**config.mk**
```make
export PLATFORM = sky130hd
export DESIGN_NAME = packet_filter_crc8_framer_core
export DESIGN_NICKNAME = d
export VERILOG_FILES = /design/src/rtl/core/pfcf_pkg.sv /design/src/rtl/core/pfcf_front.sv /design/src/rtl/core/pfcf_queue.sv /design/src/rtl/core/pfcf_back.sv /design/src/rtl/core/packet_filter_crc8_framer_core.sv
export VERILOG_INCLUDE_DIRS = /design/src /design/src/rtl/core
export SDC_FILE = /design/constraint.sdc
export NUM_CORES = 1
export LEC_CHECK = 0
export CORE_MARGIN = 4
export CORE_UTILIZATION = 60
export DETAILED_ROUTE_END_ITERATION = 8
export DONT_BUFFER_PORTS = 1
export PLACE_DENSITY_LB_ADDON = 0.08
export SKIP_CTS_REPAIR_TIMING = 1
export SYNTH_ARGS = -nofsm -noshare
export SYNTH_HDL_FRONTEND = slang
export SYNTH_SLANG_ARGS = --single-unit
```
**constraint.sdc**
```tcl
create_clock -name clk -period 3.2 [get_ports clk]
set_input_delay 0.64 -clock clk [delete_from_list [all_inputs] [get_ports clk]]
set_output_delay 0.64 -clock clk [all_outputs]
set_load 0.005 [all_outputs]
```
**src/rtl/core/packet_filter_crc8_framer_core_macros.svh**
```systemverilog
// Assertion helpers shared by the framer core files.
// Each macro expands to one labelled concurrent assertion, sampled on the
// rising clock and disabled while the asynchronous reset is asserted.
`ifndef PACKET_FILTER_CRC8_FRAMER_CORE_MACROS_SVH
`define PACKET_FILTER_CRC8_FRAMER_CORE_MACROS_SVH

// Same-cycle implication: cons must hold whenever ante holds.
`define PFCF_ASSERT_IMP(label, clk, rst_n, ante, cons, msg) \
	label: assert property (@(posedge clk) disable iff (!rst_n) (ante) |-> (cons)) \
		else $error(msg);

// Next-cycle implication: cons must hold in the cycle after the one in which ante holds.
`define PFCF_ASSERT_NXT(label, clk, rst_n, ante, cons, msg) \
	label: assert property (@(posedge clk) disable iff (!rst_n) (ante) |=> (cons)) \
		else $error(msg);

`endif

```
**src/rtl/core/pfcf_pkg.sv**
```systemverilog
// ----------------------------------------------------------------------------
// pfcf_pkg
// Types, constants and the CRC-8 step shared by the framer core modules.
// ----------------------------------------------------------------------------
package pfcf_pkg;

	localparam logic [7:0] SYNC_FIRST  = 8'hAA;
	localparam logic [7:0] SYNC_SECOND = 8'h55;
	localparam logic [7:0] CRC_POLY    = 8'h07;
	localparam logic [7:0] CRC_TOP     = 8'h80;

	localparam logic [7:0] MAGIC_RESET   = 8'h00;
	localparam logic [7:0] MIN_LEN_RESET = 8'd8;

	// Configuration register indexes
	localparam int CFG_IDX_W = 1;
	localparam logic [CFG_IDX_W-1:0] REG_MAGIC   = 1'd0;
	localparam logic [CFG_IDX_W-1:0] REG_MIN_LEN = 1'd1;

	// Command queue between front and back
	localparam int QUEUE_DEPTH = 4;
	localparam int QPTR_W      = $clog2(QUEUE_DEPTH);
	localparam int QCNT_W      = $clog2(QUEUE_DEPTH + 1);

	typedef struct packed {
		logic [7:0] data_byte;
		logic       start_of_packet;
		logic       end_of_packet;
		logic [7:0] packet_length;
	} item_t;

	typedef struct packed {
		logic [7:0] out_byte;
		logic       end_of_frame;
	} result_t;

	// One accepted byte that yields output: optional header, the byte,
	// optional CRC trailer.
	typedef struct packed {
		logic       hdr;
		logic [7:0] len;
		logic [7:0] data;
		logic       tail;
		logic [7:0] crc;
	} cmd_t;

	typedef enum logic [2:0] {
		ST_SYNC1,
		ST_SYNC2,
		ST_LEN,
		ST_DATA,
		ST_CRC
	} state_t;

	function automatic logic [7:0] crc8_update(input logic [7:0] crc, input logic [7:0] b);
		logic [7:0] c;
		c = crc ^ b;
		for (int i = 0; i < 8; i++) begin
			if ((c & CRC_TOP) != 8'h00) begin
				c = (c << 1) ^ CRC_POLY;
			end else begin
				c = c << 1;
			end
		end
		return c;
	endfunction

endpackage

```
**src/rtl/core/pfcf_front.sv**
```systemverilog
// ----------------------------------------------------------------------------
// pfcf_front
// Holds configuration, tracks packet state, filters and queues commands.
// ----------------------------------------------------------------------------
module pfcf_front import pfcf_pkg::*; (
	input  logic                 clk,
	input  logic                 arst_n,
	input  logic                 cfg_valid,
	output logic                 cfg_ready,
	input  logic [CFG_IDX_W-1:0] cfg_index,
	input  logic [7:0]           cfg_data,
	input  logic                 push,
	input  item_t                item,
	input  logic                 q_full,
	output logic                 q_wr,
	output cmd_t                 q_wr_data
);

	logic [7:0] magic_q;
	logic [7:0] min_len_q;
	logic [7:0] crc_q;
	logic       dropping_q;
	logic       inside_q;

	logic       accept;
	logic       active;
	logic       drop_new;
	logic [7:0] crc_next;

	assign cfg_ready = 1'b1;

	always_ff @(posedge clk or negedge arst_n) begin
		if (!arst_n) begin
			magic_q   <= MAGIC_RESET;
			min_len_q <= MIN_LEN_RESET;
		end else if (cfg_valid) begin
			unique case (cfg_index)
				REG_MAGIC:   magic_q   <= cfg_data;
				REG_MIN_LEN: min_len_q <= cfg_data;
				default: ;
			endcase
		end
	end

	assign accept   = push && !q_full;
	assign active   = item.start_of_packet || inside_q;
	assign drop_new = item.start_of_packet
		? ((item.packet_length < min_len_q) || (item.data_byte != magic_q))
		: dropping_q;
	assign crc_next = crc8_update(item.start_of_packet ? 8'h00 : crc_q, item.data_byte);

	always_ff @(posedge clk or negedge arst_n) begin
		if (!arst_n) begin
			crc_q      <= 8'h00;
			dropping_q <= 1'b0;
			inside_q   <= 1'b0;
		end else if (accept && active) begin
			if (!drop_new) begin
				crc_q <= crc_next;
			end else if (item.start_of_packet) begin
				crc_q <= 8'h00;
			end
			if (item.end_of_packet) begin
				inside_q   <= 1'b0;
				dropping_q <= 1'b0;
			end else begin
				inside_q   <= 1'b1;
				dropping_q <= drop_new;
			end
		end
	end

	assign q_wr           = accept && active && !drop_new;
	assign q_wr_data.hdr  = item.start_of_packet;
	assign q_wr_data.len  = item.packet_length;
	assign q_wr_data.data = item.data_byte;
	assign q_wr_data.tail = item.end_of_packet;
	assign q_wr_data.crc  = crc_next;

endmodule

```
**src/rtl/core/pfcf_queue.sv**
```systemverilog
// ----------------------------------------------------------------------------
// pfcf_queue
// Short command queue that decouples the front from the back.
// ----------------------------------------------------------------------------
`include "packet_filter_crc8_framer_core_macros.svh"

module pfcf_queue import pfcf_pkg::*; (
	input  logic clk,
	input  logic arst_n,
	input  logic wr_en,
	input  cmd_t wr_data,
	output logic full,
	input  logic rd_en,
	output cmd_t rd_data,
	output logic rd_valid
);

	cmd_t              slot_q [QUEUE_DEPTH];
	logic [QPTR_W-1:0] wr_ptr_q;
	logic [QPTR_W-1:0] rd_ptr_q;
	logic [QCNT_W-1:0] count_q;

	assign full     = (count_q == QCNT_W'(QUEUE_DEPTH));
	assign rd_valid = (count_q != '0);
	assign rd_data  = slot_q[rd_ptr_q];

	always_ff @(posedge clk) begin
		if (wr_en) begin
			slot_q[wr_ptr_q] <= wr_data;
		end
	end

	always_ff @(posedge clk or negedge arst_n) begin
		if (!arst_n) begin
			wr_ptr_q <= '0;
			rd_ptr_q <= '0;
			count_q  <= '0;
		end else begin
			if (wr_en) begin
				wr_ptr_q <= (wr_ptr_q == QPTR_W'(QUEUE_DEPTH - 1)) ? '0 : wr_ptr_q + 1'b1;
			end
			if (rd_en) begin
				rd_ptr_q <= (rd_ptr_q == QPTR_W'(QUEUE_DEPTH - 1)) ? '0 : rd_ptr_q + 1'b1;
			end
			if (wr_en && !rd_en) begin
				count_q <= count_q + 1'b1;
			end else if (rd_en && !wr_en) begin
				count_q <= count_q - 1'b1;
			end
		end
	end

	`PFCF_ASSERT_IMP(a_no_overfill, clk, arst_n, wr_en, !full, "queue written while full")
	`PFCF_ASSERT_IMP(a_no_underrun, clk, arst_n, rd_en, rd_valid, "queue read while empty")
	`PFCF_ASSERT_NXT(a_count_tracks, clk, arst_n, wr_en && !rd_en, count_q != '0,
		"queue count lost a write")

endmodule

```
**src/rtl/core/pfcf_back.sv**
```systemverilog
// ----------------------------------------------------------------------------
// pfcf_back
// Expands queued commands into framed words through an output register.
// ----------------------------------------------------------------------------
`include "packet_filter_crc8_framer_core_macros.svh"

module pfcf_back import pfcf_pkg::*; (
	input  logic    clk,
	input  logic    arst_n,
	input  logic    head_valid,
	input  cmd_t    head,
	output logic    head_pop,
	input  logic    pop,
	output logic    empty,
	output result_t result
);

	state_t  state_q;
	logic    started_q;
	result_t out_q;
	logic    out_valid_q;

	state_t  cur_state;
	state_t  next_state;
	logic    step;
	logic    done;
	result_t word;

	assign step = head_valid && (!out_valid_q || pop);

	always_comb begin
		cur_state  = started_q ? state_q : (head.hdr ? ST_SYNC1 : ST_DATA);
		next_state = ST_DATA;
		done       = 1'b0;
		word       = '{out_byte: head.data, end_of_frame: 1'b0};
		unique case (cur_state)
			ST_SYNC1: begin
				word.out_byte = SYNC_FIRST;
				next_state    = ST_SYNC2;
			end
			ST_SYNC2: begin
				word.out_byte = SYNC_SECOND;
				next_state    = ST_LEN;
			end
			ST_LEN: begin
				word.out_byte = head.len;
				next_state    = ST_DATA;
			end
			ST_DATA: begin
				word.out_byte = head.data;
				next_state    = ST_CRC;
				done          = !head.tail;
			end
			ST_CRC: begin
				word.out_byte     = head.crc;
				word.end_of_frame = 1'b1;
				done              = 1'b1;
			end
			default: begin
				done = 1'b1;
			end
		endcase
	end

	assign head_pop = step && done;

	always_ff @(posedge clk or negedge arst_n) begin
		if (!arst_n) begin
			state_q   <= ST_SYNC1;
			started_q <= 1'b0;
		end else if (step) begin
			state_q   <= next_state;
			started_q <= !done;
		end
	end

	always_ff @(posedge clk or negedge arst_n) begin
		if (!arst_n) begin
			out_valid_q <= 1'b0;
		end else if (step) begin
			out_valid_q <= 1'b1;
		end else if (pop) begin
			out_valid_q <= 1'b0;
		end
	end

	always_ff @(posedge clk) begin
		if (step) begin
			out_q <= word;
		end
	end

	assign empty  = !out_valid_q;
	assign result = out_q;

	`PFCF_ASSERT_NXT(a_crc_marks_eof, clk, arst_n, step && cur_state == ST_CRC,
		out_valid_q && out_q.end_of_frame, "CRC word not marked as end of frame")
	`PFCF_ASSERT_NXT(a_sync_first, clk, arst_n, step && cur_state == ST_SYNC1,
		out_q.out_byte == SYNC_FIRST, "first sync byte wrong")
	`PFCF_ASSERT_IMP(a_pop_on_last, clk, arst_n, head_pop,
		cur_state == ST_CRC || (cur_state == ST_DATA && !head.tail),
		"command released before its last word")

endmodule

```
**src/rtl/core/packet_filter_crc8_framer_core.sv**
```systemverilog
// ----------------------------------------------------------------------------
// packet_filter_crc8_framer_core
// Packet filter and sync/length/CRC-8 framer, one byte per word.
// ----------------------------------------------------------------------------
// Bytes enter as words on the push/full side, one word per cycle while full
// is low. A packet whose first word has start_of_packet set is checked
// against the magic value (its first byte) and the minimum length (its
// declared packet_length); a failing packet is dropped up to and including
// its end-of-packet word, and words outside any packet are ignored. A
// passing packet leaves on the empty/pop side as 0xAA, 0x55, the length, the
// payload bytes and a CRC-8 (poly 0x07, init 0x00, MSB first) over the
// payload, with end_of_frame set on the CRC word only. A new start mark
// inside an open packet abandons that packet without a CRC word. The output
// side delivers one word per cycle while pop keeps up, and a passing packet
// of N bytes yields N + 4 words: three header words, the payload and the
// CRC word. Input runs at one word per cycle until the four-entry command
// queue fills; the header and CRC words of passing packets let the output
// fall behind the input, so back-to-back passing packets can fill the queue
// and stall the input, and a held-off pop stalls it for as long as the hold
// lasts. From an idle block, the first framed word of an accepted byte
// passes through the command queue and then the output register before it
// reaches the result ports. The output register holds a finished word until
// it is popped and can be reloaded in the cycle it is popped. Configuration
// writes (index 0 magic value, index 1 minimum length) are always ready and
// take effect on the next word; write them only while the block is idle.
// ----------------------------------------------------------------------------
module packet_filter_crc8_framer_core import pfcf_pkg::*; (
	input  logic                 clk,
	input  logic                 arst_n,
	// configuration write channel
	input  logic                 cfg_valid,
	output logic                 cfg_ready,
	input  logic [CFG_IDX_W-1:0] cfg_index,
	input  logic [7:0]           cfg_data,
	// packet bytes in
	input  logic                 push,
	output logic                 full,
	input  item_t                item,
	// framed bytes out
	output logic                 empty,
	input  logic                 pop,
	output result_t              result
);

	// Front-to-queue and queue-to-back command traffic
	logic q_wr;
	cmd_t q_wr_data;
	logic q_full;
	logic q_rd;
	cmd_t q_rd_data;
	logic q_rd_valid;

	// Filter and classify each accepted word; hold packet state and CRC
	pfcf_front u_front (
		.clk       (clk),
		.arst_n    (arst_n),
		.cfg_valid (cfg_valid),
		.cfg_ready (cfg_ready),
		.cfg_index (cfg_index),
		.cfg_data  (cfg_data),
		.push      (push),
		.item      (item),
		.q_full    (q_full),
		.q_wr      (q_wr),
		.q_wr_data (q_wr_data)
	);

	// Decouple the two sides so the header burst does not stall the input at once
	pfcf_queue u_queue (
		.clk      (clk),
		.arst_n   (arst_n),
		.wr_en    (q_wr),
		.wr_data  (q_wr_data),
		.full     (q_full),
		.rd_en    (q_rd),
		.rd_data  (q_rd_data),
		.rd_valid (q_rd_valid)
	);

	// Expand each command into its framed words, one per cycle while pop keeps up
	pfcf_back u_back (
		.clk        (clk),
		.arst_n     (arst_n),
		.head_valid (q_rd_valid),
		.head       (q_rd_data),
		.head_pop   (q_rd),
		.pop        (pop),
		.empty      (empty),
		.result     (result)
	);

	// Back-pressure the input only when the command queue is full
	assign full = q_full;

endmodule

```
Yosys cells after proc, flatten, opt, wreduce, memory -nomap -nowiden
Memories as Yosys holds them, arrays and structs flattened.
Index checks and enable logic that the tools add are counted.
{ "word_totals": {"regBits": 47, "mem_bits_rw": 104, "in_bits": 32, "output_inout_bits": 12, "word_cells": 88, "n_memories": 1} }
{ "classes": {"n_addsub": 4, "magnitude_cmp": 1, "eq_ne": 8, "mux": 27, "bitwise": 10, "reduce_logical": 24} }
{ "mem_list": {"columns": ["name", "depth", "word_bits", "read_ports", "rd_clocked_by_memory_dff", "write_ports", "line_no", "text"], "rows": [
  ["u_queue.slot_q", 4, 26, 1, 0, 1, "pfcf_queue.sv:18", "cmd_t slot_q [QUEUE_DEPTH];"]
]} }
{ "op_table": {"columns": ["cell", "n"], "rows": [
  ["$mux 3", 11],
  ["$pmux 8 s4", 1],
  ["$not 3->3", 8],
  ["$mux 8", 2],
  ["$pmux 3 s3", 1],
  ["$lt 8x8->1", 1],
  ["$mux 1", 8],
  ["$ne 8x8->1", 1],
  ["$xor 8x8->8", 1],
  ["$logic_and 1x1->1", 7],
  ["$logic_not 1->1", 7],
  ["$eq 3x2->1 const B", 2],
  ["$eq 3x3->1 const B", 2],
  ["$mux 2", 3],
  ["$add 2x1->2 const B", 2],
  ["$eq 2x2->1 const B", 2],
  ["$reduce_and 2->1", 2],
  ["$reduce_bool 2->1", 2],
  ["$add 3x1->3 const B", 1],
  ["$eq 3x1->1 const B", 1],
  ["$logic_not 3->1", 1],
  ["$logic_or 1x1->1", 3],
  ["$reduce_bool 3->1", 1],
  ["$reduce_or 3->1", 1],
  ["3 further kinds", 3]
]} }

Longest topological paths before layout
{ "depth": {"depth_word": 19, "depth_mapped": 14, "mapped_depth_nobuf": 13} }

Cells and area by module
From an unflattened synthesis, not the netlist that was laid out.
{ "hier_totals": {"hier_cells": 423, "hier_area_um2": 6909.1} }
{ "modules_own_cells": {"columns": ["module", "instances", "cells_per_inst", "area_each_um2", "seq_area_each_um2"], "rows": [
  ["pfcf_queue", 1, 173, 4217.8, 3298.2],
  ["pfcf_front", 1, 168, 1776.7, 651.9],
  ["pfcf_back", 1, 82, 914.6, 395.4]
]} }

Worst setup path after synthesis
Ideal clock, no wire load.
{ "synth_timing": {"path_kind": "input-to-reg", "from": "input item[2] (netlist bit)", "to": "memory u_queue.slot_q[0][0] (netlist bit) (enable)", "setup_time_ns": 0.385, "arrival_time_ns": 2.681, "required_time_ns": 2.815, "setup_slack_ns": 0.134, "stages": 8, "path_buffers": 1, "cell_sequence": "ha_1 > nand2_1 > o21ai_0 > a41oi_1 > nor4_1 > o21a_1 > buf_2 > and2_1"} }
{ "synth_via": {"elab_chain_len": 7} }
{ "synth_lines": {"columns": ["element", "line_no", "text"], "rows": [
  ["from (decl)", "packet_filter_crc8_framer_core.sv:38", "input item_t item,"],
  ["$lt 8x8->1", "pfcf_front.sv:48", "? ((item.packet_length < min_len_q) || (item.data_byte != magic_q))"],
  ["$logic_or 1x1->1", "pfcf_front.sv:48", null],
  ["$mux 1", "pfcf_front.sv:48", null],
  ["$logic_not 1->1", "pfcf_front.sv:73", "assign q_wr = accept && active && !drop_new;"],
  ["$logic_and 1x1->1", "pfcf_front.sv:73", null],
  ["named net q_wr", "packet_filter_crc8_framer_core.sv:46", "logic q_wr;"],
  ["$mux 1", "pfcf_queue.sv:28", "if (wr_en) begin"],
  ["$mux 1 (implied by the code)", "pfcf_queue.sv:29", "slot_q[wr_ptr_q] <= wr_data;"],
  ["to (decl)", "pfcf_queue.sv:18", null]
]} }
The timed path passes the listed nets, and every way through them passes these cells.

Worst setup path after layout
{ "layout_timing": {"from": "register u_front.min_len_q[3]", "to": "register u_queue.count_q[2]"} }
{ "layout_via": {"elab_chain_len": 8, "elab_cells_between_ends": 10, "cone_classes": "1 x order compare; 2 x mux; 7 x reduce/logical"} }
{ "layout_lines": {"columns": ["element", "line_no", "text"], "rows": [
  ["from (decl)", "pfcf_front.sv:20", "logic [7:0] min_len_q;"],
  ["from (signal assigned)", "pfcf_front.sv:39", "REG_MIN_LEN: min_len_q <= cfg_data;"],
  ["$lt 8x8->1 (*)", "pfcf_front.sv:48", null],
  ["$logic_or 1x1->1 (*)", "pfcf_front.sv:48", null],
  ["$mux 1 (*)", "pfcf_front.sv:48", null],
  ["$logic_not 1->1 (*)", "pfcf_front.sv:73", null],
  ["$logic_and 1x1->1 (*)", "pfcf_front.sv:73", null],
  ["$logic_not 1->1", "pfcf_queue.sv:47", "end else if (rd_en && !wr_en) begin"],
  ["$logic_and 1x1->1", "pfcf_queue.sv:47", null],
  ["$reduce_bool 2->1 (no source line)", null, null],
  ["to (signal assigned)", "pfcf_queue.sv:46", "count_q <= count_q + 1'b1;"],
  ["to (signal assigned)", "pfcf_queue.sv:48", "count_q <= count_q - 1'b1;"],
  ["to (decl)", "pfcf_queue.sv:21", "logic [QCNT_W-1:0] count_q;"]
]} }
Every way passes the cells marked *; elsewhere a longest branch is shown, timed or not.
A chain may end at the register's enable or synchronous reset.

==> results.json <==
{
  "synth_cell_type_count": 43,
  "die_h_um": 113,
  "grt_pass1_wl_um": 19800,
  "antenna_found_initial": 0,
  "cts-root-buf": "clkbuf_8",
  "diodes": 0,
  "ant_nets": 0,
  "first_iter_violations": 235,
  "clk_latency_ns": 0.52,
  "avgSynthCellArea_um2": 16.2,
  "place_inst": 540,
  "ir_drop_mv": 0.429,
  "finalSetupTns_ns": 0,
  "die_w_um": 113,
  "ios": 44,
  "start_util": 0.624,
  "end_kind": "flop",
  "path_cells": "inv_1 > ha_1 > nor2_1 > nor2_1 > a41oi_1 > nor4_1 > o21a_1 > ha_1 > inv_1 > fa_1 > xor2_1 > nor2_1 > xor2_1",
  "port_buffers": 0,
  "grt.overflow.total": 0,
  "firstDrtPassIters": 4,
  "cts_buffer_depth": 2,
  "syn_inst": 406,
  "ys.flop_type": "edfxtp_1",
  "hpwl_um": 8160,
  "core_um2": 10500,
  "cts_buffers": 17,
  "leakagePower_nw": 2.67,
  "viasPerCell": 5.81,
  "gp_congestion": 0.822,
  "synth_area_leaders": "edfxtp_1 (52%), dfrtp_1 (14%), mux4_2 (6.9%)",
  "seq_area_frac_synth": 0.662,
  "num_rows": 37,
  "htreeDepth": 4,
  "grt_max_degree": 39,
  "hold_viol": 0,
  "drive_above_1_share": 0.212,
  "synth_edf_count": 113,
  "cts_num_sinks": 151,
  "power_w": 0.00661,
  "areaGrowthSynthToFinish_pct": 13.2,
  "slew_headroom": 0.566,
  "wl_per_cell_um": 21.7,
  "path_class": "flop to flop",
  "drv_cap": 0,
  "rsz0062_at_grt": "false",
  "ys_ff_latch": 151,
  "drt_wl_total_um": 12500,
  "grt_usage": 0.214,
  "period_needed_ns": 2.88,
  "dieArea_um2": 12700,
  "fmax_ghz": 0.347,
  "worstMarginPinSlew_ns": 0.649,
  "synth_area_um2": 6560,
  "slew_viol_final": 0,
  "final-setup-viol-count": 0,
  "final_cells": 574,
  "drc": 0,
  "yosysWarnings": 0,
  "run_status": "complete, no violations",
  "cts_tree": "yes",
  "synth_commonest_cells": "edfxtp_1 (113), dfrtp_1 (37), xnor2_1 (36), nor2_1 (34)",
  "cp.required_ns": 3.64,
  "synth.largest_area_cell": "edfxtp_1",
  "synth_fp_nets": 452,
  "fin_crit_sh": 0.900,
  "synthArstFlopShare": 0.252,
  "synth_most_common_cell": "edfxtp_1",
  "start_kind": "flop",
  "min_path_type": "input port to flop",
  "clock_skew_ns": 0.0122,
  "clk_pin_slew_ns": 0.07,
  "vias": 3337,
  "synth_top_area_frac": 0.517,
  "powerDensity_nw_per_um2": 890,
  "finalNetCount": 471,
  "cp_max_fo": 2,
  "cp_slowest_stage_delay_ns": 0.53,
  "worstPathArrival_ns": 3.32,
  "crit_slowest_cell": "dfstp_2",
  "grt_pass1_vias": 3473,
  "cp_common_cell": "nor2_1"
}
==> per-stage QoR <==
| stage | util | instance area (um^2) | worst slack, ns | hold slack, ns |
|---|---|---|---|---|
| 5_1_grt | 0.707 | 7420 | 0.0434 | 0.174 |
| 4_1_cts | 0.703 | 7390 | 0.283 | -0.220 |
| 2_1_floorplan | - | 6560 | 0.134 | 0.344 |
| 6_report | 0.707 | 7420 | 0.321 | 0.204 |
| 3_3_place_gp | 0.646 | 6790 | 0.161 | 0.345 |
| 3_5_place_dp | 0.646 | 6790 | 0.137 | 0.346 |
==> power by group <==
group	internal, W	switching [W]
Clock	0.00114	0.000784
Combinational	0.000889	0.000998
Sequential	0.00255	0.000246
==> per-layer routing <==
layer	GRT usage	share of wire
met1	0.293	0.42
met2	0.329	0.50
met3	0.0642	0.068
met4	0.0753	0.013
met5	0	0
==> cells in the final DEF (no fill, tap or decap), types with 8 or more instances in the layout <==
cell type,n
a21oi_1,18
a22o_1,8
clkbuf_16,19
dfrtp_1,37
edfxtp_1,113
ha_1,13
inv_1,18
mux2_2,20
mux4_2,20
nand2_1,8
nor2_1,34
nor2b_1,10
xnor2_1,36
==> sequential cells by signal, summed over array words and instances (netlist names), 2 cells and up <==
| name | count |
|---|---|
| u_back.result | 9 |
| u_back.state_q | 3 |
| u_front.crc_q | 8 |
| u_front.magic_q | 8 |
| u_front.min_len_q | 8 |
| u_queue.count_q | 3 |
| u_queue.rd_ptr_q | 2 |
| u_queue.slot_q | 104 |
| u_queue.wr_ptr_q | 2 |
==> logic make-up after synthesis <==
group                      Yosys count  share of synthesized area
other                                1                   0.000572
buffers and inverters               30                     0.0200
and+or+nand+nor                     69                     0.0498
muxes                               48                      0.132
adders and majority gates           14                     0.0278
xor gates and xnor gates            43                     0.0574
DFF                                151                      0.662
AOI/OAI and AO/OA                   50                     0.0504
==> cell type report <==
class                      count  area [um^2]
inverter                      18         67.6
multi-input combinational    225         2080
tap                          136          170
fill                         674         3080
clock buffer                  22          517
timing repair buffer          12          163
sequential                   151         4350
clock inverter                10         78.8
==> worst max-delay path: cells and delay by family, from the launching register on <==
| family | cells | cell delay [ns] |
|---|---|---|
| and+or+nand+nor | 4 | 0.66 |
| adders and majority gates | 3 | 0.82 |
| DFF | 1 | 0.53 |
| buffers and inverters | 2 | 0.10 |
| xor gates and xnor gates | 2 | 0.34 |
| AOI/OAI and AO/OA | 2 | 0.34 |
==> path summary, 6_finish.rpt <==
check	startpoint	end	slack (ns)	cells after the start
hold reg to reg	u_queue.count_q[2]$_DFFE_PN0P_	u_queue.count_q[2]$_DFFE_PN0P_	0.50	1
max in group asynchronous	arst_n	u_front.min_len_q[3]$_DFFE_PN1P_	2.34	2
min in group asynchronous	arst_n	u_front.magic_q[7]$_DFFE_PN0P_	0.62	2
hold / removal	item[8]	u_front.inside_q$_DFFE_PN0P_	0.20	1
setup / recovery	u_front.min_len_q[3]$_DFFE_PN1P_	u_queue.count_q[2]$_DFFE_PN0P_	0.32	13
setup reg to reg	u_front.min_len_q[3]$_DFFE_PN1P_	u_queue.count_q[2]$_DFFE_PN0P_	0.32	13
(Power assumes the default switching activity.)
